[src/rtl/pta_pkg.sv]
`timescale 1ns / 1ps
`default_nettype none

package pta_pkg;

  // Address geometry
  localparam int unsigned LOGICAL_ADDR_BITS  = 16;
  localparam int unsigned PHYSICAL_ADDR_BITS = 16;
  localparam int unsigned OFFSET_BITS        = 8;

  // Fixed port widths
  localparam int unsigned LA_W    = 16;
  localparam int unsigned PA_W    = 16;
  localparam int unsigned PN_W    = 8;
  localparam int unsigned FN_W    = 8;
  localparam int unsigned MAX_IDX = 8;

  // Page and frame index widths, capped at MAX_IDX bits
  localparam int unsigned PAGE_RAW  = (LOGICAL_ADDR_BITS > OFFSET_BITS) ?
                                      LOGICAL_ADDR_BITS - OFFSET_BITS : 0;
  localparam int unsigned FRAME_RAW = (PHYSICAL_ADDR_BITS > OFFSET_BITS) ?
                                      PHYSICAL_ADDR_BITS - OFFSET_BITS : 0;
  localparam int unsigned PAGE_BITS   = (PAGE_RAW > MAX_IDX) ? MAX_IDX : PAGE_RAW;
  localparam int unsigned FRAME_BITS  = (FRAME_RAW > MAX_IDX) ? MAX_IDX : FRAME_RAW;
  localparam int unsigned PAGE_COUNT  = 1 << PAGE_BITS;
  localparam int unsigned FRAME_COUNT = 1 << FRAME_BITS;
  localparam int unsigned FCNT_W      = FRAME_BITS + 1;

  // Address masks
  localparam logic [LA_W-1:0] LA_MASK = (LOGICAL_ADDR_BITS >= LA_W) ? {LA_W{1'b1}} :
                                        LA_W'((32'd1 << LOGICAL_ADDR_BITS) - 32'd1);
  localparam logic [PA_W-1:0] PA_MASK = (PHYSICAL_ADDR_BITS >= PA_W) ? {PA_W{1'b1}} :
                                        PA_W'((32'd1 << PHYSICAL_ADDR_BITS) - 32'd1);

  typedef enum logic [1:0] {
    ST_IDLE,
    ST_LOOK,
    ST_DONE
  } state_e;

  // Controller to datapath
  typedef struct packed {
    logic capture;  // take the incoming word
    logic look;     // read page table, decide hit or fault
    logic alloc;    // map the page to the next free frame
    logic load;     // move the result into the output register
  } cmd_t;

  // Datapath to controller
  typedef struct packed {
    logic hit;      // page currently mapped
    logic full;     // no free frame left
  } sts_t;

endpackage

`default_nettype wire

[src/rtl/page_translate_alloc.sv]
`timescale 1ns / 1ps
`default_nettype none

// Demand-paging translator. Each input word is a logical address; the page
// number above the offset bits is looked up in a page table with per-page
// valid bits. On a miss the page is mapped to the lowest free physical frame
// and page_fault is set; when no frame is left out_of_frames is set, the page
// stays unmapped and the physical address and frame read as 0. All mappings
// are cleared by reset, with no clearing pass. Each item passes through
// accept, page table read (with allocation on a fault), and the load into the
// output register, which may hold one finished word while the next address is
// accepted. The single-port page table read sets the lookup step.
module page_translate_alloc (
  input  wire logic                      clk_i,
  input  wire logic                      rst_ni,
  input  wire logic                      in_valid_i,
  output logic                           in_ready_o,
  input  wire logic [pta_pkg::LA_W-1:0]  logical_address_i,
  output logic                           out_valid_o,
  input  wire logic                      out_ready_i,
  output logic      [pta_pkg::PA_W-1:0]  physical_address_o,
  output logic      [pta_pkg::PN_W-1:0]  page_number_o,
  output logic      [pta_pkg::FN_W-1:0]  frame_number_o,
  output logic                           page_fault_o,
  output logic                           out_of_frames_o
);

  pta_pkg::cmd_t cmd;
  pta_pkg::sts_t sts;

  pta_ctrl u_ctrl (
    .clk_i       (clk_i),
    .rst_ni      (rst_ni),
    .in_valid_i  (in_valid_i),
    .in_ready_o  (in_ready_o),
    .out_valid_o (out_valid_o),
    .out_ready_i (out_ready_i),
    .sts_i       (sts),
    .cmd_o       (cmd)
  );

  pta_dp u_dp (
    .clk_i              (clk_i),
    .rst_ni             (rst_ni),
    .cmd_i              (cmd),
    .sts_o              (sts),
    .logical_address_i  (logical_address_i),
    .physical_address_o (physical_address_o),
    .page_number_o      (page_number_o),
    .frame_number_o     (frame_number_o),
    .page_fault_o       (page_fault_o),
    .out_of_frames_o    (out_of_frames_o)
  );

endmodule

`default_nettype wire

[src/rtl/pta_ctrl.sv]
`timescale 1ns / 1ps
`default_nettype none

module pta_ctrl (
  input  wire logic          clk_i,
  input  wire logic          rst_ni,
  input  wire logic          in_valid_i,
  output logic               in_ready_o,
  output logic               out_valid_o,
  input  wire logic          out_ready_i,
  input  wire pta_pkg::sts_t sts_i,
  output pta_pkg::cmd_t      cmd_o
);

  pta_pkg::state_e state_q, state_d;
  logic            out_valid_q, out_valid_d;

  // State and output-valid registers
  always_ff @(posedge clk_i or negedge rst_ni) begin
    if (!rst_ni) begin
      state_q     <= pta_pkg::ST_IDLE;
      out_valid_q <= 1'b0;
    end else begin
      state_q     <= state_d;
      out_valid_q <= out_valid_d;
    end
  end

  // Next state and commands
  always_comb begin
    state_d     = state_q;
    cmd_o       = '0;
    in_ready_o  = 1'b0;
    out_valid_d = out_valid_q;
    if (out_valid_q && out_ready_i) begin
      out_valid_d = 1'b0;
    end
    case (state_q)
      pta_pkg::ST_IDLE: begin
        in_ready_o = 1'b1;
        if (in_valid_i) begin
          cmd_o.capture = 1'b1;
          state_d       = pta_pkg::ST_LOOK;
        end
      end
      pta_pkg::ST_LOOK: begin
        cmd_o.look  = 1'b1;
        cmd_o.alloc = !sts_i.hit && !sts_i.full;
        state_d     = pta_pkg::ST_DONE;
      end
      pta_pkg::ST_DONE: begin
        // wait for the output register to free up
        if (!out_valid_q || out_ready_i) begin
          cmd_o.load  = 1'b1;
          out_valid_d = 1'b1;
          state_d     = pta_pkg::ST_IDLE;
        end
      end
      default: begin
        state_d = pta_pkg::ST_IDLE;
      end
    endcase
  end

  assign out_valid_o = out_valid_q;

endmodule

`default_nettype wire

[src/rtl/pta_dp.sv]
`timescale 1ns / 1ps
`default_nettype none

module pta_dp (
  input  wire logic                      clk_i,
  input  wire logic                      rst_ni,
  input  wire pta_pkg::cmd_t             cmd_i,
  output pta_pkg::sts_t                  sts_o,
  input  wire logic [pta_pkg::LA_W-1:0]  logical_address_i,
  output logic      [pta_pkg::PA_W-1:0]  physical_address_o,
  output logic      [pta_pkg::PN_W-1:0]  page_number_o,
  output logic      [pta_pkg::FN_W-1:0]  frame_number_o,
  output logic                           page_fault_o,
  output logic                           out_of_frames_o
);

  logic [pta_pkg::LA_W-1:0]        addr_m;
  logic [pta_pkg::PAGE_BITS-1:0]   page_q;
  logic [pta_pkg::OFFSET_BITS-1:0] offset_q;

  logic [pta_pkg::PAGE_COUNT-1:0]  page_valid_q;
  logic [pta_pkg::FCNT_W-1:0]      fcnt_q;

  logic [pta_pkg::FRAME_BITS-1:0]  mem [pta_pkg::PAGE_COUNT];
  logic [pta_pkg::FRAME_BITS-1:0]  rd_q;
  logic [pta_pkg::FRAME_BITS-1:0]  alloc_q;
  logic                            fault_q;
  logic                            oof_q;

  logic [pta_pkg::FRAME_BITS-1:0]  frame;
  logic [31:0]                     phys_wide;

  logic [pta_pkg::PA_W-1:0]        phys_q;
  logic [pta_pkg::PN_W-1:0]        pn_q;
  logic [pta_pkg::FN_W-1:0]        fn_q;
  logic                            pf_q;
  logic                            oofo_q;

  // Split the address into page and offset
  assign addr_m = logical_address_i & pta_pkg::LA_MASK;

  always_ff @(posedge clk_i) begin
    if (cmd_i.capture) begin
      page_q   <= pta_pkg::PAGE_BITS'(addr_m >> pta_pkg::OFFSET_BITS);
      offset_q <= pta_pkg::OFFSET_BITS'(addr_m);
    end
  end

  // Frames are handed out lowest first and never returned, so the used set
  // is always a prefix and one fill count tracks it
  assign sts_o.hit  = page_valid_q[page_q];
  assign sts_o.full = (fcnt_q == pta_pkg::FCNT_W'(pta_pkg::FRAME_COUNT));

  always_ff @(posedge clk_i or negedge rst_ni) begin
    if (!rst_ni) begin
      page_valid_q <= '0;
      fcnt_q       <= '0;
    end else if (cmd_i.alloc) begin
      page_valid_q[page_q] <= 1'b1;
      fcnt_q               <= fcnt_q + pta_pkg::FCNT_W'(1);
    end
  end

  // Page table memory
  always_ff @(posedge clk_i) begin
    if (cmd_i.alloc) begin
      mem[page_q] <= fcnt_q[pta_pkg::FRAME_BITS-1:0];
    end
    if (cmd_i.look) begin
      rd_q <= mem[page_q];
    end
  end

  // Lookup outcome
  always_ff @(posedge clk_i) begin
    if (cmd_i.look) begin
      fault_q <= !sts_o.hit;
      oof_q   <= !sts_o.hit && sts_o.full;
      alloc_q <= fcnt_q[pta_pkg::FRAME_BITS-1:0];
    end
  end

  // Compose the physical address
  always_comb begin
    if (oof_q) begin
      frame = '0;
    end else if (fault_q) begin
      frame = alloc_q;
    end else begin
      frame = rd_q;
    end
    phys_wide = (32'(frame) << pta_pkg::OFFSET_BITS) | 32'(offset_q);
  end

  // Output register
  always_ff @(posedge clk_i) begin
    if (cmd_i.load) begin
      phys_q <= oof_q ? '0 : (pta_pkg::PA_W'(phys_wide) & pta_pkg::PA_MASK);
      pn_q   <= pta_pkg::PN_W'(page_q);
      fn_q   <= pta_pkg::FN_W'(frame);
      pf_q   <= fault_q;
      oofo_q <= oof_q;
    end
  end

  assign physical_address_o = phys_q;
  assign page_number_o      = pn_q;
  assign frame_number_o     = fn_q;
  assign page_fault_o       = pf_q;
  assign out_of_frames_o    = oofo_q;

endmodule

`default_nettype wire

[config.mk]
export PLATFORM = sky130hd
export DESIGN_NAME = page_translate_alloc
export DESIGN_NICKNAME = d
export VERILOG_FILES = /design/src/rtl/pta_pkg.sv /design/src/rtl/page_translate_alloc.sv /design/src/rtl/pta_ctrl.sv /design/src/rtl/pta_dp.sv
export SDC_FILE = /design/constraint.sdc
export NUM_CORES = 2
export LEC_CHECK = 0
export BUFFER_PORTS_ARGS = -buffer_cell sky130_fd_sc_hd__buf_2
export CAP_MARGIN = 30
export CORE_ASPECT_RATIO = 0.5
export CORE_UTILIZATION = 25
export DETAILED_ROUTE_END_ITERATION = 16
export GPL_TIMING_DRIVEN = 0
export HOLD_SLACK_MARGIN = 0.1
export PLACE_DENSITY = 0.39
export REMOVE_ABC_BUFFERS = 1
export SLEW_MARGIN = 20
export SYNTH_ARGS = -nofsm -noshare
export SYNTH_HDL_FRONTEND = slang
export SYNTH_SLANG_ARGS = --single-unit
[constraint.sdc]
create_clock -name clk_i -period 16.39 [get_ports clk_i]
set_clock_uncertainty 0.1 [all_clocks]
set_input_delay 3.278 -clock clk_i [delete_from_list [all_inputs] [get_ports clk_i]]
set_output_delay 3.278 -clock clk_i [all_outputs]
set_load 0.005 [all_outputs]
==> impl_metrics.csv <==
group,metric,value,unit
setup_path,crit_start,"u_dp.page_q[0]",
run,maxCapViolations,0,
synth,seq_area_frac_synth,0.748,
placed_design,dpl-instance-area,0.105,sq mm
cts,insertion_delay,0.90,ns
setup_path,end_kind,"register",
synth,synth.avg_cell_area,21.3,sq um
sta,tns,0,ns
floorplan,fp.dieW,869,um
setup_path,ff2ff_setup_slack,9.61,ns
power,p_per_area,133,mW/mm^2
finish,fillerInstances,35900,
grt,grt-ovfl-total,0,
synth,synth_top_area_share,0.676,
power,p_leak,35.4,nW
synth,synth_cell_types,49,
routing,num_vias,46300,
sta,tightest_slew,0.888,ns
setup_path,cp_data_arrival_time,7.20,ns
routing,antenna_left,0,
cts,cts_buffer_depth,4,
finish,stdcell_count,9848,
floorplan,fp.dieH,435,um
cts,cts_root_buffer,"clkbuf_16",
grt,grt_first_pass_wirelength,388000,um
sta,setup_slack,9.61,ns
synth,synth_common_cells,"2116 x edfxtp_1, 665 x mux4_2, 268 x dfrtp_1",
floorplan,die_area,0.378,sq mm
sta,min_period_over_period,0.414,
floorplan,start_util,0.252,
grt,grt_max_degree,98,
sta,max_freq,148,MHz
synth,netlist_instances,4401,
sta,hold_violations,0,
cts,cts_resized,0,
setup_path,reg2regPathDepth,20,
cts,h-tree-depth,4,
grt,antenna_found_initial,47,
routing,vias_per_cell,4.70,
floorplan,io_pins,56,
power,p_total,15.0,mW
grt,grt_pass1_vias,49000,
setup_path,start_kind,"register",
floorplan,num_rows,158,
cts,cts_tree,"built",
synth,yosysTopAreaCell,"edfxtp_1",
finish,nets,4707,
routing,drtPass1Iterations,7,
finish,drive_gt1_frac,0.347,
synth,post_synth_main_area_contributors,"edfxtp_1 68%, mux4_2 16%, dfrtp_1 7.1%",
sta,grt_setup_unrepaired,"no",
finish,area_growth,20.0,%
synth,async_flop_share,0.112,
setup_path,r2r_start,"u_dp.page_q[0]",
routing,routed_wl,275000,um
setup_path,critical_path_class,"register to register",
grt,grt_use_total,0.143,
synth,syn_area,0.0940,sq mm
finish,finalInstanceArea,0.113,sq mm
sta,relSlewSlack,0.391,
status,status,"finished clean",
routing,drc,0,
synth,synth_edf_count,2116,
sta,setup_violations,0,
cts,numCtsBuffers,247,
power,ir_drop,0.0000873,V
setup_path,crit_end,"u_dp.mem[210][4]",
sta,drv_slew,0,
setup_path,reg2reg_to,"u_dp.mem[210][4]",
synth,synth_most_common_cell,"edfxtp_1",
placed_design,place.gp.congestion,0.708,
routing,drt_iter0_drc,3980,
placed_design,io_buffers,55,
placed_design,dp.cells,9396,
synth,yosysWarnings,0,
routing,wl_per_cell,27.9,um
setup_path,crit_required,16.81,ns
placed_design,dp_slack,9.62,ns
worst_hold_path,min_path_type,"register to register",
synth,synthFlopType,"edfxtp_1",
floorplan,core,0.372,sq mm
cts,cts_setup_buffers,0,
cts,clock_sinks,2384,
placed_design,dp_hpwl,187000,um
cts,path_clk_slew,0.06,ns
sta,period_minus_slack,6.78,ns
setup_path,critical_path_peak_fanout,28,
worst_hold_path,hold_start,"u_dp.page_valid_q[98]",
synth,ys_ff_latch,2384,
cts,cts_hold_buf,0,
state kept, by name (all words and copies together) (netlist names):
signal / flops
u_ctrl.out_valid_o: 1
u_ctrl.state_q: 2
u_dp.alloc_q: 8
u_dp.fault_q: 1
u_dp.fcnt_q: 9
u_dp.frame_number_o: 8
u_dp.mem: 2048
u_dp.offset_q: 8
u_dp.oof_q: 1
u_dp.out_of_frames_o: 1
u_dp.page_fault_o: 1
u_dp.page_number_o: 8
u_dp.page_q: 8
u_dp.page_valid_q: 256
u_dp.physical_address_o: 16
u_dp.rd_q: 8
metal layers:
layer | GRT usage | wire length, um | vias to the layer above | share of wire
met5 | 0 | 54 | - | 0.00020
met1 | 0.202 | 124000 | 25600 | 0.45
met4 | 0.0308 | 5880 | 8 | 0.021
li1 | - | - | 19100 | -
met3 | 0.0229 | 14500 | 340 | 0.053
met2 | 0.231 | 130000 | 1211 | 0.47
layout make-up:
class / instances / area (sq um) / share of cell area
flip-flops and latches: 2384 / 70300 / 0.623
multi-input cells: 1662 / 22400 / 0.198
clock buffers: 310 / 6490 / 0.0576
well taps: 4960 / 6210 / 0.0550
repair buffers: 383 / 6150 / 0.0545
clock inverters: 130 / 1210 / 0.0108
inverters: 7 / 38.8 / 0.000344
diodes: 12 / 30.0 / 0.000266
how the worst min path moves through the flow:
| stage | endpoint | slack (ns) | cells after the start |
|---|---|---|---|
| finish | u_dp.page_valid_q[98] | 0.36 | 1 |
| global placement | u_dp.page_valid_q[102] | 0.34 | 1 |
| global route | u_dp.page_valid_q[112] | 0.37 | 1 |
| CTS | u_dp.page_valid_q[98] | 0.36 | 1 |
| floorplan | u_dp.page_valid_q[102] | 0.33 | 1 |
| detailed placement | u_dp.page_valid_q[98] | 0.35 | 1 |
critical path, stage by stage (launching register included):
cell      delay [ns]
edfxtp_1        0.78
buf_8           0.26
buf_8           0.19
buf_16          0.16
buf_16          0.16
buf_16          0.16
buf_8           0.17
buf_8           0.16
buf_8           0.18
mux4_2          0.53
mux2i_1         0.25
o21ai_0         0.22
a32oi_1         0.28
nand4_1         0.50
a21boi_4        0.72
buf_16          0.23
buf_16          0.19
buf_16          0.18
buf_16          0.16
buf_16          0.18
and3_1          0.51
placed cells by master, fill, tap and decap left out, drive strengths merged, types with 57 or more instances in the layout:
cell type	count
dfrtp	268
clkinv	99
and3	256
nand2	71
nor2	57
a31o	256
buf	383
edfxtp	2116
clkbuf	310
mux2i	112
mux4	665
report_power, final:
part | internal [mW] | total, mW | switching (mW)
Combinational | 0.831 | 2.25 | 1.41
Clock | 3.15 | 5.50 | 2.35
Sequential | 7.14 | 7.28 | 0.142
cell families after synthesis:
| group | share of synthesized area |
|---|---|
| compound gates | 0.0337 |
| xor+xnor | 0.000746 |
| fa+ha+maj | 0.000266 |
| buf+inv | 0.0173 |
| flops | 0.748 |
| mux | 0.173 |
| simple gates | 0.0277 |
metrics by stage:
step,utilization,hold slack [ns]
floorplan,-,0.333
global placement,0.266,0.342
detailed placement,0.282,0.348
CTS,0.303,0.362
global route,0.303,0.369
finish,0.303,0.360
Note: power is estimated with default switching activity, not from simulation.
